### src/hdl/complex_row_current_injection_macros.svh
// Assertion helpers for the file that checks this block.
`ifndef COMPLEX_ROW_CURRENT_INJECTION_MACROS_SVH
`define COMPLEX_ROW_CURRENT_INJECTION_MACROS_SVH

// Consequent must hold in the same cycle as the antecedent.
`define CRCI_ASSERT_NOW(label, clk, rst, ante, cons, msg) \
   label: assert property (@(posedge clk) disable iff (rst) (ante) |-> (cons)) else $error(msg);

// Consequent must hold in the cycle after the antecedent.
`define CRCI_ASSERT_NEXT(label, clk, rst, ante, cons, msg) \
   label: assert property (@(posedge clk) disable iff (rst) (ante) |=> (cons)) else $error(msg);

`endif

### src/hdl/crci_pkg.sv
`timescale 1ns / 1ps
package crci_pkg;

   localparam int NODES_DEFAULT = 256;
   localparam int NODE_W = 8;
   localparam int COUNT_W = 9;
   localparam int DATA_W = 32;
   localparam int PROD_W = 64;
   localparam int TERM_W = 49;
   localparam int ACC_W = 64;

   localparam logic [COUNT_W-1:0] NODE_COUNT_RESET = 9'd256;

   localparam logic FUNC_LOAD = 1'b0;
   localparam logic FUNC_ENTRY = 1'b1;

   localparam logic signed [ACC_W-1:0] ACC_MAX = {1'b0, {(ACC_W-1){1'b1}}};
   localparam logic signed [ACC_W-1:0] ACC_MIN = {1'b1, {(ACC_W-1){1'b0}}};
   localparam logic signed [DATA_W-1:0] OUT_MAX = {1'b0, {(DATA_W-1){1'b1}}};
   localparam logic signed [DATA_W-1:0] OUT_MIN = {1'b1, {(DATA_W-1){1'b0}}};

   // Control that travels with a row entry down the pipeline.
   typedef struct packed {
      logic valid;
      logic bad;
      logic last;
      logic [NODE_W-1:0] row;
   } ctl_type;

   // Flow control reported by the accumulator back to the front.
   typedef struct packed {
      logic advance;
      logic fin_pending;
   } status_type;

endpackage

### src/hdl/crci_rsp_if.sv
`timescale 1ns / 1ps
interface crci_rsp_if;
   logic valid;
   logic ready;
   logic [7:0] row_out;
   logic signed [31:0] curr_re;
   logic signed [31:0] curr_im;
   logic bad_index;
   logic saturated;

   modport source (
      output valid, row_out, curr_re, curr_im, bad_index, saturated,
      input ready
   );
   modport sink (
      input valid, row_out, curr_re, curr_im, bad_index, saturated,
      output ready
   );
endinterface

### src/hdl/crci_accum.sv
`timescale 1ns / 1ps
module crci_accum (
   input  logic                                clock,
   input  logic                                reset,
   input  crci_pkg::ctl_type                   ctl_i,
   input  logic signed [crci_pkg::TERM_W-1:0]  term_re,
   input  logic signed [crci_pkg::TERM_W-1:0]  term_im,
   crci_rsp_if.source                          rsp,
   output crci_pkg::status_type                status
);
   import crci_pkg::*;

   logic                     advance;
   logic signed [ACC_W-1:0]  acc_re_ff;
   logic signed [ACC_W-1:0]  acc_im_ff;
   logic                     bad_seen_ff;
   logic                     sat_seen_ff;
   logic [ACC_W:0]           sum_re;
   logic [ACC_W:0]           sum_im;
   logic                     ovf_re;
   logic                     ovf_im;
   logic signed [ACC_W-1:0]  acc_re_in;
   logic signed [ACC_W-1:0]  acc_im_in;
   logic                     bad_seen_in;
   logic                     sat_seen_in;

   logic                     fin_valid_ff;
   logic signed [ACC_W-1:0]  fin_re_ff;
   logic signed [ACC_W-1:0]  fin_im_ff;
   logic                     fin_bad_ff;
   logic                     fin_sat_ff;
   logic [NODE_W-1:0]        fin_row_ff;
   logic                     clamp_re;
   logic                     clamp_im;
   logic signed [DATA_W-1:0] narrow_re;
   logic signed [DATA_W-1:0] narrow_im;

   logic                     rsp_valid_ff;
   logic [NODE_W-1:0]        rsp_row_ff;
   logic signed [DATA_W-1:0] rsp_re_ff;
   logic signed [DATA_W-1:0] rsp_im_ff;
   logic                     rsp_bad_ff;
   logic                     rsp_sat_ff;

   // The whole pipeline holds only when a finished row waits behind an untaken result.
   assign advance = !(fin_valid_ff && rsp_valid_ff && !rsp.ready);
   assign status.advance = advance;
   assign status.fin_pending = fin_valid_ff;

   always_comb begin
      sum_re = {acc_re_ff[ACC_W-1], acc_re_ff} + (ACC_W+1)'(term_re);
      sum_im = {acc_im_ff[ACC_W-1], acc_im_ff} + (ACC_W+1)'(term_im);
      ovf_re = sum_re[ACC_W] ^ sum_re[ACC_W-1];
      ovf_im = sum_im[ACC_W] ^ sum_im[ACC_W-1];
      acc_re_in = acc_re_ff;
      acc_im_in = acc_im_ff;
      sat_seen_in = sat_seen_ff;
      if (!ctl_i.bad) begin
         if (ovf_re) begin
            acc_re_in = sum_re[ACC_W] ? ACC_MIN : ACC_MAX;
         end else begin
            acc_re_in = sum_re[ACC_W-1:0];
         end
         if (ovf_im) begin
            acc_im_in = sum_im[ACC_W] ? ACC_MIN : ACC_MAX;
         end else begin
            acc_im_in = sum_im[ACC_W-1:0];
         end
         sat_seen_in = sat_seen_ff || ovf_re || ovf_im;
      end
      bad_seen_in = bad_seen_ff || ctl_i.bad;
   end

   always_ff @(posedge clock) begin
      if (reset) begin
         acc_re_ff <= '0;
         acc_im_ff <= '0;
         bad_seen_ff <= 1'b0;
         sat_seen_ff <= 1'b0;
         fin_valid_ff <= 1'b0;
      end else if (advance) begin
         fin_valid_ff <= ctl_i.valid && ctl_i.last;
         if (ctl_i.valid && ctl_i.last) begin
            acc_re_ff <= '0;
            acc_im_ff <= '0;
            bad_seen_ff <= 1'b0;
            sat_seen_ff <= 1'b0;
         end else if (ctl_i.valid) begin
            acc_re_ff <= acc_re_in;
            acc_im_ff <= acc_im_in;
            bad_seen_ff <= bad_seen_in;
            sat_seen_ff <= sat_seen_in;
         end
      end
   end

   always_ff @(posedge clock) begin
      if (advance && ctl_i.valid && ctl_i.last) begin
         fin_re_ff <= acc_re_in;
         fin_im_ff <= acc_im_in;
         fin_bad_ff <= bad_seen_in;
         fin_sat_ff <= sat_seen_in;
         fin_row_ff <= ctl_i.row;
      end
   end

   // A sum fits in 32 bits when its upper 33 bits are all copies of the sign.
   always_comb begin
      clamp_re = !((&fin_re_ff[ACC_W-1:DATA_W-1]) || !(|fin_re_ff[ACC_W-1:DATA_W-1]));
      clamp_im = !((&fin_im_ff[ACC_W-1:DATA_W-1]) || !(|fin_im_ff[ACC_W-1:DATA_W-1]));
      if (clamp_re) begin
         narrow_re = fin_re_ff[ACC_W-1] ? OUT_MIN : OUT_MAX;
      end else begin
         narrow_re = fin_re_ff[DATA_W-1:0];
      end
      if (clamp_im) begin
         narrow_im = fin_im_ff[ACC_W-1] ? OUT_MIN : OUT_MAX;
      end else begin
         narrow_im = fin_im_ff[DATA_W-1:0];
      end
   end

   always_ff @(posedge clock) begin
      if (reset) begin
         rsp_valid_ff <= 1'b0;
      end else if (fin_valid_ff && advance) begin
         rsp_valid_ff <= 1'b1;
      end else if (rsp.ready) begin
         rsp_valid_ff <= 1'b0;
      end
   end

   always_ff @(posedge clock) begin
      if (fin_valid_ff && advance) begin
         rsp_row_ff <= fin_row_ff;
         rsp_re_ff <= narrow_re;
         rsp_im_ff <= narrow_im;
         rsp_bad_ff <= fin_bad_ff;
         rsp_sat_ff <= fin_sat_ff || clamp_re || clamp_im;
      end
   end

   assign rsp.valid = rsp_valid_ff;
   assign rsp.row_out = rsp_row_ff;
   assign rsp.curr_re = rsp_re_ff;
   assign rsp.curr_im = rsp_im_ff;
   assign rsp.bad_index = rsp_bad_ff;
   assign rsp.saturated = rsp_sat_ff;
endmodule

### src/flat_wrapper.sv
// flat-port wrapper written by rule: the top's interface ports become plain ports
module crci_accum_flat import crci_pkg::*;
  (clock, reset, ctl_i, term_re, term_im, status, rsp_valid, rsp_row_out, rsp_curr_re, rsp_curr_im, rsp_bad_index, rsp_saturated, rsp_ready);
  crci_rsp_if rsp_i ();
  input  logic clock;
  input  logic reset;
  input  crci_pkg::ctl_type ctl_i;
  input  logic signed [crci_pkg::TERM_W-1:0] term_re;
  input  logic signed [crci_pkg::TERM_W-1:0] term_im;
  output crci_pkg::status_type status;
  output wire logic [$bits(rsp_i.valid)-1:0] rsp_valid;
  output wire logic [$bits(rsp_i.row_out)-1:0] rsp_row_out;
  output wire logic [$bits(rsp_i.curr_re)-1:0] rsp_curr_re;
  output wire logic [$bits(rsp_i.curr_im)-1:0] rsp_curr_im;
  output wire logic [$bits(rsp_i.bad_index)-1:0] rsp_bad_index;
  output wire logic [$bits(rsp_i.saturated)-1:0] rsp_saturated;
  input wire logic [$bits(rsp_i.ready)-1:0] rsp_ready;
  assign rsp_valid = rsp_i.valid;
  assign rsp_row_out = rsp_i.row_out;
  assign rsp_curr_re = rsp_i.curr_re;
  assign rsp_curr_im = rsp_i.curr_im;
  assign rsp_bad_index = rsp_i.bad_index;
  assign rsp_saturated = rsp_i.saturated;
  assign rsp_i.ready = rsp_ready;
  crci_accum u_core (.clock(clock), .reset(reset), .ctl_i(ctl_i), .term_re(term_re), .term_im(term_im), .rsp(rsp_i), .status(status));
endmodule
### config.mk
export PLATFORM = sky130hd
export DESIGN_NAME = crci_accum_flat
export DESIGN_NICKNAME = d
export VERILOG_FILES = /design/src/hdl/complex_row_current_injection_macros.svh /design/src/hdl/crci_pkg.sv /design/src/hdl/crci_rsp_if.sv /design/src/hdl/crci_accum.sv /design/src/flat_wrapper.sv
export SDC_FILE = /design/constraint.sdc
export NUM_CORES = 1
export LEC_CHECK = 0
export BUFFER_PORTS_ARGS = -buffer_cell sky130_fd_sc_hd__buf_2
export CELL_PAD_IN_SITES_DETAIL_PLACEMENT = 1
export CELL_PAD_IN_SITES_GLOBAL_PLACEMENT = 1
export CORE_MARGIN = 5
export CORE_UTILIZATION = 47
export CTS_BUF_LIST = sky130_fd_sc_hd__clkbuf_16
export DETAILED_ROUTE_END_ITERATION = 12
export PLACE_DENSITY_LB_ADDON = 0.1
export SETUP_SLACK_MARGIN = 0.5
export SYNTH_ARGS = -nofsm -noshare
export SYNTH_HDL_FRONTEND = slang
export SYNTH_SLANG_ARGS = --single-unit
### constraint.sdc
create_clock -name clock -period 5.94 [get_ports clock]
set_input_delay 0.594 -clock clock [delete_from_list [all_inputs] [get_ports clock]]
set_output_delay 0.594 -clock clock [all_outputs]
set_load 0.01 [all_outputs]
# Word-level counts from Yosys, hierarchy flattened
# Cells that the tools add are included.
# totals
ff_bits	344
# op_classes
n_addsub	2
mux	21
bitwise	3
reduce_logical	26
# ops
cell	n
$mux W64	10
$add A64 B49 Y65	2
$mux W32	4
$reduce_and A33 Y1	2
$reduce_or A33 Y1	2
$logic_or A1 B1 Y1	7
$mux W1	7
$logic_and A1 B1 Y1	6
$logic_not A1 Y1	6
$reduce_bool A2 Y1	2
$reduce_and A2 Y1	1
$xor A1 B1 Y1	2
$not A1 Y1	1

# Depth between registers and ports, before layout
# Gate-level depths: netlist of run 1.
# depth
depth_word	7
depth_mapped	16
depth_no_buf	14

# Worst setup path before layout of run 1
# OpenSTA, ideal clock, no wires.
# synth_timing
path_type	input port to flip-flop
start	input rsp_ready
end	register u_core.acc_im_ff[55]
setup_time_ns	0.117
arrival_time_ns	5.241
required_ns	5.823
path_slack_ns	0.581
path_stages	8
path_buffers	2
cell_sequence	nor2b_1 > nand2_1 > and3_1 > or2_2 > clkbuf_1 > nor2_1 > clkbuf_1 > a32o_1
# synth_between
elab_chain_len	4
# synth_lines
item	line_no	source
start: declaration	flat_wrapper.sv:17	input wire logic [$bits(rsp_i.ready)-1:0] rsp_ready;
$logic_not A1 Y1	crci_accum.sv:46	assign advance = !(fin_valid_ff && rsp_valid_ff && !rsp.ready);
$logic_and A1 B1 Y1	crci_accum.sv:46	
$not A1 Y1 (no source line)	--	
$reduce_and A2 Y1 (no source line)	--	
end signal: assignment	crci_accum.sv:90	acc_im_ff <= acc_im_in;
end: declaration	crci_accum.sv:15	logic signed [ACC_W-1:0] acc_im_ff;
# Every way passes these cells.
# A chain may end at the register's enable or synchronous reset.

# Worst setup path in the final report of run 1
# layout_timing
start	register u_core.acc_re_ff[1]
end	register u_core.fin_re_ff[14] (data pin)
# layout_between
elab_chain_len	4
# layout_lines
item	line_no	source
start: declaration	crci_accum.sv:14	logic signed [ACC_W-1:0] acc_re_ff;
start signal: assignment	crci_accum.sv:89	acc_re_ff <= acc_re_in;
$add A64 B49 Y65 (*)	crci_accum.sv:51	sum_re = {acc_re_ff[ACC_W-1], acc_re_ff} + (ACC_W+1)'(term_re);
$mux W64 / $xor A1 B1 Y1 (equally long branches)	crci_accum.sv:60, crci_accum.sv:53	
$mux W64 (*)	crci_accum.sv:59	if (ovf_re) begin
$mux W64 (*)	crci_accum.sv:58	if (!ctl_i.bad) begin
via u_core.acc_re_in[14]	crci_accum.sv:22	logic signed [ACC_W-1:0] acc_re_in;
end signal: assignment	crci_accum.sv:99	fin_re_ff <= acc_re_in;
end: declaration	crci_accum.sv:28	logic signed [ACC_W-1:0] fin_re_ff;
# Mark *: on every way through the listed nets, which the timed path passes. The rest lies on a longest branch.

==> results.py, run 1 <==
metrics = {
    "run_status": {
        "status": "completed",
    },
    "yosys": {
        "syn_nets": 2664,
        "yosys.area.top_type": "edfxtp_1",
        "synth_warnings": 0,
        "synth-seq-cells": 344,
        "syn_area_um2": 21700,
        "syn_inst": 2422,
        "netlist.area_leader.share": 0.293,
        "synth.area.top_cells": "edfxtp_1 29%, dfxtp_1 12%, ha_1 7.4%, nand2_1 6.7%, o21ai_0 5.8%",
        "ys.flop_type": "edfxtp_1",
        "ys_async_sr_fraction": 0,
        "synth_area_per_cell_um2": 8.97,
        "yosysSeqAreaShare": 0.414,
        "synth_edf_count": 212,
        "synth.distinct_cells": 84,
    },
    "global_routing": {
        "grt_pass1_wl_mm": 112,
        "antenna_found_initial": 2,
        "grt_util_met2": 0.433,
        "grt_use_total": 0.278,
        "overflow": 0,
        "gr-usage-met3": 0.0379,
        "met1_usage": 0.410,
        "grt_max_degree": 70,
        "grt_pass1_vias": 19400,
        "busiest_layer": "met2",
    },
    "die": {
        "die_w_um": 225,
        "start_util": 0.477,
        "fp-row-count": 78,
        "die_y_um": 225,
        "dieArea_um2": 50600,
        "ios": 189,
        "core-area_um2": 45600,
    },
    "timing": {
        "worstMarginPinSlew_ns": 1.28,
        "final_hold_viol_count": 0,
        "tns_ns": 0,
        "fin_skew_ns": 0.0243,
        "setup_viol": 0,
        "finalCriticalPeriod_ns": 4.78,
        "relSlewSlack": 0.140,
        "slew_viol_final": 0,
        "grt_setup_unrepaired": "false",
        "period_share": 0.805,
        "max_freq_ghz": 0.209,
    },
    "critical_path": {
        "crit_path_max_fanout": 22,
        "critical_path_class": "reg2reg",
        "start_kind": "register",
        "reg2reg_slack_ns": 1.16,
        "reg2reg_depth": 12,
        "reg2reg_from": "u_core.acc_re_ff[1]",
        "cp-end-kind": "register",
        "worst_ep_required_time_ns": 6.24,
        "reg2reg_to": "u_core.fin_re_ff[14]",
        "cp.arrival_ns": 5.08,
    },
    "placed_design": {
        "dp_hpwl_mm": 53.7,
        "gp_congestion": 0.927,
        "placed_cells": 3075,
        "port-buffer-count": 188,
    },
    "detailed_routing": {
        "via_per_inst": 6.11,
        "drt-initial-drc-count": 1500,
        "routedWlPerCell_um": 23.1,
        "drc": 0,
        "ant_nets": 0,
        "totalWireLength_mm": 72.7,
        "drtPass1Iterations": 5,
        "route.vias.total": 19300,
    },
    "run": {
        "drv_cap": 0,
    },
    "cts": {
        "cts_tree": "built",
        "post_cts_buffers": 0,
        "clk_latency_ns": 0.57,
        "cts_made_buffers": 40,
        "h-tree-depth": 2,
        "cts_resized": 0,
        "cts_buffer_depth": 3,
        "cts_sinks": 344,
        "ctsHoldBuffers": 0,
        "ctsRootBufferMaster": "clkbuf_16",
        "cts.clk_slew.worst_paths_ns": 0.06,
    },
    "final_layout": {
        "nFillCells": 5314,
        "layout-drive-gt1-share": 0.147,
        "area_delta_synth_final_pct": 11.4,
        "multi_input_area_um2": 11900,
        "nets": 2759,
        "final_cells": 3151,
        "regArea_um2": 9010,
    },
    "power_and_ir_drop": {
        "sw_frac_of_total": 0.308,
        "combPwrFrac": 0.209,
        "leakagePower_nw": 9.53,
        "power_switching_mw": 1.99,
        "powerDensity_nw_per_um2": 267,
        "power.internal_mw": 4.46,
        "p_clk_frac": 0.360,
        "p_seq_frac": 0.430,
        "ir_drop_v": 0.000215,
    },
    "worst_hold_path": {
        "hold_path_class": "in2reg",
        "holdPathEnd": "u_core.fin_row_ff[5]",
        "min-delay-start": "ctl_i[5]",
        "hold_depth": 1,
    },
}
## cell usage after synthesis (8+ instances only)
| library cell | n |
|---|---|
| a211oi_1 | 14 |
| a21boi_0 | 10 |
| a21o_1 | 62 |
| a21oi_1 | 217 |
| a22o_1 | 47 |
| a2bb2oi_1 | 8 |
| a31oi_1 | 17 |
| and2_1 | 8 |
| and3_1 | 11 |
| buf_2 | 21 |
| clkbuf_1 | 121 |
| dfxtp_1 | 132 |
| edfxtp_1 | 212 |
| ha_1 | 128 |
| inv_1 | 46 |
| maj3_1 | 12 |
| maj3_2 | 17 |
| mux2_2 | 22 |
| nand2_1 | 388 |
| nand2b_1 | 13 |
| nand3_1 | 27 |
| nand4_1 | 74 |
| nor2_1 | 121 |
| nor2b_1 | 19 |
| nor3_1 | 26 |
| nor4_1 | 27 |
| o211ai_1 | 12 |
| o21a_1 | 13 |
| o21ai_0 | 252 |
| o21ai_1 | 39 |
| o21ai_2 | 18 |
| o21bai_1 | 33 |
| xnor2_1 | 80 |
| xor2_1 | 39 |
## flip-flops by register name, summed over array words and instances (netlist names), 8 cells and up
name / flops
u_core.acc_im_ff: 64
u_core.acc_re_ff: 64
u_core.fin_im_ff: 64
u_core.fin_re_ff: 64
u_core.rsp.curr_im: 32
u_core.rsp.curr_re: 32
u_core.fin_row_ff: 8
u_core.rsp.row_out: 8
## worst max path at each step
stage,cells after the start,startpoint,end,slack (ns)
final,12,u_core.acc_re_ff[1],u_core.fin_re_ff[14],1.16
after global routing,12,u_core.acc_re_ff[1],u_core.fin_re_ff[15],0.94
after CTS,12,u_core.acc_re_ff[1],u_core.fin_re_ff[14],1.25
after detailed placement,13,term_re[1],u_core.fin_re_ff[15],1.06
after global placement,13,term_re[1],u_core.fin_re_ff[50],1.21
after floorplan,8,rsp_ready,u_core.acc_im_ff[55],0.58
## area by class of cell
| cell class | count | share of cell area |
|---|---|---|
| antenna | 2 | 0.000207 |
| clock buffer | 41 | 0.0424 |
| clock inverter | 33 | 0.00775 |
| inverter | 47 | 0.00729 |
| multi-input combinational | 1872 | 0.492 |
| sequential | 344 | 0.372 |
| tap | 600 | 0.0310 |
| timing repair buffer | 212 | 0.0471 |
## placed cells by master (no fill, tap or decap), drive strengths merged, types with 6 or more instances in the layout
master,instances
clkbuf,41
mux2,22
clkinv,15
xnor2,82
or2,7
o21ai,309
nor3,27
maj3,29
nand2b,13
a21boi,11
nand4,74
buf,212
o21bai,33
a21o,62
nand3,27
edfxtp,212
o21a,13
inv,62
ha,128
a31oi,18
a2bb2oi,8
o41ai,6
nor2,123
xor2,42
and3,11
and2,8
or3,7
a22o,47
a21oi,219
nor4,29
a211oi,16
dfxtp,132
o211ai,15
nor2b,19
nand2,389
## routing by layer
metal / vias to the layer above / share of wire
met1: 9541 / 0.48
met3: 98 / 0.059
met4: 4 / 0.021
met2: 511 / 0.44
li1: 9100 / -
met5: - / 0.00032
## worst max-delay path, cell delays in order, from the launching register on
cell and delay (ns):
dfxtp_1 0.45, ha_1 0.29, a211oi_1 0.27, o21ai_1 0.21
o211ai_2 0.23, o211ai_2 0.16, o311a_1 0.50, a21oi_1 0.36
o21ba_2 0.34, xnor2_2 0.17, nand2_1 0.80, o21ai_0 0.34
mux2_2 0.37
## kinds of logic after synthesis
kind of cell / after synthesis / synth area share
compound gates: 819 / 0.235
buf+inv: 206 / 0.0400
simple gates: 745 / 0.155
fa+ha+maj: 159 / 0.0899
flops: 344 / 0.414
xor+xnor: 124 / 0.0532
mux: 25 / 0.0128
## stage by stage
stage	setup WS (ns)	utilization	hold WS (ns)	total power, mW	cell area, um2
final	1.16	0.531	0.215	6.45	24200
after global routing	0.944	0.531	0.189	6.74	24200
after CTS	1.25	0.531	0.182	6.48	24200
after detailed placement	1.06	0.504	0.405	4.15	23000
after global placement	1.21	0.504	0.404	4.09	23000
after floorplan	0.581	-	0.400	3.74	21700
## power groups by stage
stage	Combinational, mW	Clock (mW)	Sequential (mW)
final	1.35	2.32	2.78
after global placement	1.28	0	2.82
after detailed placement	1.33	0	2.82
after floorplan	0.931	0	2.80
after global routing	1.48	2.48	2.78
after CTS	1.33	2.37	2.77
Note: power is estimated with default switching activity, not from simulation.
==> run 2, diff against run 1 <==
--- a/config.mk
+++ b/config.mk
@@ -9,7 +9,7 @@
 export CELL_PAD_IN_SITES_DETAIL_PLACEMENT = 1
 export CELL_PAD_IN_SITES_GLOBAL_PLACEMENT = 1
 export CORE_MARGIN = 5
-export CORE_UTILIZATION = 47
+export CORE_UTILIZATION = 42
 export CTS_BUF_LIST = sky130_fd_sc_hd__clkbuf_16
 export DETAILED_ROUTE_END_ITERATION = 12
 export PLACE_DENSITY_LB_ADDON = 0.1
==> constraint.sdc (replaced) <==
create_clock -name clock -period 4 [get_ports clock]
set_input_delay 0.4 -clock clock [delete_from_list [all_inputs] [get_ports clock]]
set_output_delay 0.4 -clock clock [all_outputs]
set_load 0.01 [all_outputs]
==> run 2 against run 1 <==
  * Fmax rose by 25%
  * Register-to-register slack got worse by 0.97 ns
  * First-iteration DRC count fell by 7.1%
  * Total power rose by 69%
  * Final area rose by 18%
  * Hold slack got worse by 0.19 ns
  * Clock skew rose by 0.0059 ns
  * Via count rose by 5.9%
  * Sequential share of layout area fell by 5.6 points
  * Sequential cell count did not move
  * Worst setup slack got worse by 0.97 ns
  * Highest routed layer is now met4
==> results.py, run 2 (same netlist as run 1, synthesis figures left out) <==
metrics = {
    "final_layout": {
        "nets": 2962,
        "layout_commonest_cell": "nand2_1",
        "nFillCells": 5717,
        "layout-drive-gt1-share": 0.297,
        "mostFrequentLayoutCells": "377 x nand2_1, 212 x edfxtp_1, 187 x buf_2",
        "area_delta_synth_final_pct": 31.2,
    },
    "critical_path": {
        "critical_path_class": "reg2reg",
        "crit_buf_inv": 5,
        "reg2reg_depth": 16,
        "critical-path-top-delay-family": "compound AO/OA/AOI/OAI gates",
        "worst_ep_required_time_ns": 4.38,
        "crit_path_max_fanout": 7,
        "start_kind": "register",
        "path_depth": 16,
        "critPathMaxStageDelay_ns": 0.39,
        "cp_cell_sequence": "ha_4, buf_6, a211oi_4, o211ai_1, a221o_1, o311ai_4, a211oi_2, buf_4, a211oi_4, xor2_4, nor3_4, buf_6, clkbuf_16, buf_12, o21ai_4, o21ai_0",
        "cp_slowest_cell": "a221o_1",
        "cp.arrival_ns": 4.20,
        "cp-end-kind": "register",
    },
    "cts": {
        "ctsRootBufferMaster": "clkbuf_16",
        "ctsHoldBuffers": 0,
        "cts_made_buffers": 38,
        "h-tree-depth": 2,
        "cts.clk_slew.worst_paths_ns": 0.06,
        "cts_sinks": 344,
        "cts_tree": "built",
        "clk_latency_ns": 0.57,
        "cts_buffer_depth": 3,
    },
    "die": {
        "die_y_um": 237,
        "core-area_um2": 51300,
        "start_util": 0.424,
        "fp-row-count": 83,
        "dieArea_um2": 56400,
        "ios": 189,
        "die_w_um": 237,
    },
    "global_routing": {
        "busiest_layer": "met2",
        "antenna_found_initial": 2,
        "overflow": 0,
        "grt_util_met2": 0.429,
        "grt_use_total": 0.263,
        "grt_pass1_vias": 20400,
        "grt_max_degree": 110,
        "gr-usage-met3": 0.0375,
        "grt_pass1_wl_mm": 119,
        "met1_usage": 0.376,
    },
    "power_and_ir_drop": {
        "p_clk_frac": 0.330,
        "ir_drop_v": 0.000259,
        "power.internal_mw": 7.48,
        "power_switching_mw": 3.41,
        "p_seq_frac": 0.379,
        "combPwrFrac": 0.291,
        "powerDensity_nw_per_um2": 382,
        "sw_frac_of_total": 0.313,
        "total_power_mw": 10.9,
        "leakagePower_nw": 11.2,
    },
    "detailed_routing": {
        "ant_nets": 0,
        "via_per_inst": 5.94,
        "routedWlPerCell_um": 23.9,
        "route.vias.total": 20400,
        "drtPass1Iterations": 5,
        "drc": 0,
        "drt-initial-drc-count": 1394,
        "totalWireLength_mm": 82.0,
    },
    "timing": {
        "setup_viol": 0,
        "max_freq_ghz": 0.262,
        "relSlewSlack": 0.131,
        "fin_hold_ws_ns": 0.0268,
        "final_hold_viol_count": 0,
        "period_share": 0.954,
        "worstMarginPinSlew_ns": 1.30,
        "fin_skew_ns": 0.0302,
        "slew_viol_final": 0,
        "grt_setup_unrepaired": "true",
        "finalCriticalPeriod_ns": 3.82,
    },
    "placed_design": {
        "dp_hpwl_mm": 55.9,
        "gp_congestion": 0.899,
        "port-buffer-count": 188,
    },
    "worst_hold_path": {
        "hold_path_class": "in2reg",
        "hold_depth": 1,
    },
    "run_status": {
        "status": "completed",
    },
    "run": {
        "drv_cap": 0,
    },
}
==> run 2: cell count changes in the layout (fill, tap and decap cells not counted), moves of 31 or more <==
cell | previous run | this run
o21ai_4 | 1 | 42
buf_4 | 23 | 131
o21ai_1 | 38 | 85
o21ai_0 | 252 | 113
a21oi_1 | 217 | 168
buf_6 | 1 | 43
buf_12 | 1 | 32
o21ai_2 | 18 | 69
==> run 2: area by class of cell <==
class	instances	area, um2	share of cell area
clock buffer	39	976	0.0342
sequential	344	9020	0.316
timing repair buffer	417	3580	0.126
clock inverter	30	264	0.00926
multi-input combinational	1872	13600	0.478
inverter	47	176	0.00619
antenna	2	5.00	0.000176
tap	680	851	0.0298
==> run 2: through the flow <==
stage	std cells	area, um2	setup slack [ns]	TNS [ns]	utilization
2_1_floorplan	2422	21700	0.542	0	-
3_3_place_gp	3266	24000	-0.126	-0.206	0.469
3_5_place_dp	3266	24000	-0.298	-2.76	0.469
4_1_cts	3376	26700	0.327	0	0.520
5_1_grt	3429	28500	0.107	0	0.556
6_report	3431	28500	0.184	0	0.556
==> run 2: final timing paths <==
| check | slack (ns) | to | startpoint |
|---|---|---|---|
| max | 0.18 | u_core.fin_im_ff[13] | u_core.acc_im_ff[0] |
| min | 0.03 | u_core.fin_row_ff[4] | ctl_i[4] |
| max reg2reg | 0.18 | u_core.fin_im_ff[13] | u_core.acc_im_ff[0] |
| min reg2reg | 0.42 | u_core.rsp.row_out[5] | u_core.fin_row_ff[5] |
==> run 2: layer usage <==
metal  routed length [um]  up-vias
li1                     -     9505
met1                37100    10100
met2                38400      624
met3                 4850      111
met4                 1610        0
met5                    0        -
==> run 2: what timing repair did <==
action / CTS / global route
cloned: 9 / 9
pin swaps: 67 / 147
endpoints found under the setup margin: 258 / 255
resized for setup: 251 / 336
buffers inserted: 32 / 44
==> run 2: power by group through the flow <==
stage / clock [mW] / sequential, mW / combinational (mW)
global route: 3.79 / 4.14 / 3.35
detailed placement: 0 / 4.19 / 2.15
floorplan: 0 / 4.16 / 1.38
global placement: 0 / 4.18 / 2.09
finish: 3.59 / 4.13 / 3.17
CTS: 3.63 / 4.12 / 2.54
==> run 3, diff against run 2 <==
--- a/config.mk
+++ b/config.mk
@@ -6,10 +6,10 @@
 export NUM_CORES = 1
 export LEC_CHECK = 0
 export BUFFER_PORTS_ARGS = -buffer_cell sky130_fd_sc_hd__buf_2
-export CELL_PAD_IN_SITES_DETAIL_PLACEMENT = 1
-export CELL_PAD_IN_SITES_GLOBAL_PLACEMENT = 1
+export CELL_PAD_IN_SITES_DETAIL_PLACEMENT = 2
+export CELL_PAD_IN_SITES_GLOBAL_PLACEMENT = 2
 export CORE_MARGIN = 5
-export CORE_UTILIZATION = 42
+export CORE_UTILIZATION = 34
 export CTS_BUF_LIST = sky130_fd_sc_hd__clkbuf_16
 export DETAILED_ROUTE_END_ITERATION = 12
 export PLACE_DENSITY_LB_ADDON = 0.1
==> run 3 against run 2 <==
  * Sequential share of layout area shrank 0.94 points
  * Register-to-register slack gained 0.08 ns
  * Critical endpoint is now u_core.fin_re_ff[19]
  * Largest cell class unchanged
  * Hold slack gained 0.17 ns
  * Clock skew grew 0.011 ns
  * Die area grew 22%
  * Fmax grew 2.1%
  * Sequential cell count is the same
  * Via count grew 2.9%
==> results.py, run 3 (same netlist as run 1, synthesis figures left out) <==
metrics = {
    "cts": {
        "ctsRootBufferMaster": "clkbuf_16",
        "cts_sinks": 344,
        "cts_made_buffers": 43,
        "cts_tree": "built",
        "cts.clk_slew.worst_paths_ns": 0.06,
        "clk_latency_ns": 0.58,
        "cts_buffer_depth": 3,
        "h-tree-depth": 2,
    },
    "detailed_routing": {
        "drc": 0,
        "routedWlPerCell_um": 26.1,
        "totalWireLength_mm": 95.8,
        "ant_nets": 0,
        "drtPass1Iterations": 5,
        "drt-initial-drc-count": 1331,
        "via_per_inst": 5.72,
        "route.vias.total": 21000,
    },
    "die": {
        "ios": 189,
        "die_w_um": 263,
        "dieArea_um2": 69100,
        "die_y_um": 263,
        "fp-row-count": 92,
        "core-area_um2": 63200,
        "start_util": 0.344,
    },
    "global_routing": {
        "antenna_found_initial": 0,
        "grt_use_total": 0.241,
        "grt_pass1_wl_mm": 134,
        "overflow": 0,
        "grt_max_degree": 74,
        "grt_pass1_vias": 22200,
    },
    "critical_path": {
        "crit_path_max_fanout": 8,
        "critPathMaxStageDelay_ns": 0.40,
        "reg2reg_to": "u_core.fin_re_ff[19]",
        "reg2reg_from": "u_core.acc_re_ff[50]",
        "worst_ep_required_time_ns": 4.32,
        "cp.arrival_ns": 4.06,
        "start_kind": "register",
        "cp_slowest_cell": "ha_1",
        "reg2reg_depth": 17,
        "critical_path_class": "reg2reg",
        "cpMostUsedCell": "buf_4",
        "critical-path-top-delay-family": "compound AO/OA/AOI/OAI gates",
        "crit_buf_inv": 5,
        "reg2reg_slack_ns": 0.26,
        "cp-end-kind": "register",
        "cp_cell_sequence": "ha_1, nand2_1, o21bai_1, nor2b_1, a211oi_2, buf_4, a211oi_1, nor2_1, buf_4, a31oi_4, buf_12, buf_6, xnor2_4, nor2_4, buf_8, o21ai_1, mux2_2",
    },
    "final_layout": {
        "nFillCells": 6585,
        "mostFrequentLayoutCells": "381 x nand2_1, 212 x edfxtp_1, 190 x buf_4",
        "area_delta_synth_final_pct": 35.5,
        "nets": 3030,
        "layout-drive-gt1-share": 0.333,
        "layout_commonest_cell": "nand2_1",
        "final_cells": 3668,
    },
    "timing": {
        "slew_viol_final": 0,
        "final_hold_viol_count": 0,
        "postLayoutSetupSlackWorst_ns": 0.262,
        "grt_setup_unrepaired": "true",
        "max_freq_ghz": 0.268,
        "period_share": 0.935,
        "fin_skew_ns": 0.0410,
        "finalCriticalPeriod_ns": 3.74,
        "worstMarginPinSlew_ns": 1.17,
        "relSlewSlack": 0.221,
        "setup_viol": 0,
    },
    "worst_hold_path": {
        "hold_depth": 3,
        "holdPathEnd": "u_core.fin_valid_ff",
        "hold_path_class": "in2reg",
        "min-delay-start": "ctl_i[10]",
    },
    "placed_design": {
        "placed_cells": 3468,
        "pre_cts_slack_ns": -0.220,
        "port-buffer-count": 188,
        "gp_congestion": 0.856,
        "dp_hpwl_mm": 63.4,
    },
    "power_and_ir_drop": {
        "powerDensity_nw_per_um2": 380,
        "ir_drop_v": 0.000267,
        "leakagePower_nw": 11.5,
        "total_power_mw": 11.2,
    },
    "run_status": {
        "status": "completed",
    },
    "run": {
        "drv_cap": 0,
    },
}
## run 3: worst max path at each step
stage                                    start              endpoint  slack (ns)  cells past startpoint
final                     u_core.acc_re_ff[50]  u_core.fin_re_ff[19]        0.26                     17
after global routing      u_core.acc_re_ff[49]  u_core.fin_re_ff[19]        0.11                     17
after CTS                  u_core.acc_im_ff[1]  u_core.fin_im_ff[42]        0.40                     15
after detailed placement            term_im[0]  u_core.fin_im_ff[19]       -0.22                     16
after global placement              term_re[1]  u_core.fin_re_ff[19]       -0.12                     15
after floorplan                     term_re[0]  u_core.fin_re_ff[32]        0.54                     16
## run 3: what timing repair did
action | 4_1_cts | 5_1_grt
hold buffers | 8 | 0
setup buffers | 27 | 67
hold endpoints to repair | 8 | 0
cloned | 3 | 16
pin swaps | 43 | 156
endpoints found under the setup margin | 256 | 248
resized for setup | 147 | 484
## run 3: worst reg2reg max path, cell delays in order (launching register included)
cell and delay, ns:
dfxtp_1 0.34, ha_1 0.40, nand2_1 0.11, o21bai_1 0.28, nor2b_1 0.29, a211oi_2 0.09, buf_4 0.16, a211oi_1 0.21
nor2_1 0.10, buf_4 0.16, a31oi_4 0.16, buf_12 0.14, buf_6 0.11, xnor2_4 0.11, nor2_4 0.24, buf_8 0.19
o21ai_1 0.11, mux2_2 0.29
## run 3: report_power, final
| part | switching, mW | internal (mW) |
|---|---|---|
| Sequential | 0.134 | 4.01 |
| Combinational | 1.87 | 1.43 |
| Clock | 1.65 | 2.12 |
| Total | 3.64 | 7.55 |
## run 3: stage by stage
step	area [um2]	utilization	hold slack (ns)	TNS, ns
floorplan	21700	-	0.400	0
global placement	24500	0.387	0.402	-2.38
detailed placement	24500	0.387	0.409	-18.63
CTS	26800	0.424	0.162	0
global route	29400	0.466	0.206	0
finish	29400	0.466	0.198	0
## run 3: area by class of cell
class	count	area, um2	share of cell area
Timing Repair Buffer	479	3930	0.133
Tap cell	846	1060	0.0360
Multi-Input combinational cell	1873	13900	0.473
Sequential cell	344	9040	0.307
Inverter	47	176	0.00599
Clock buffer	44	1100	0.0374
Antenna cell	1	2.50	0.0000850
Clock inverter	34	211	0.00718
## run 3: layer usage
layer  vias up  wire length (um)  GRT usage  share of wire
li1       9665                 -          -              -
met1     10700             43500      0.332           0.45
met2       446             46200      0.405           0.48
met3       153              3710     0.0315          0.039
met4         0              2500     0.0595          0.026
met5         -                 0          0              0
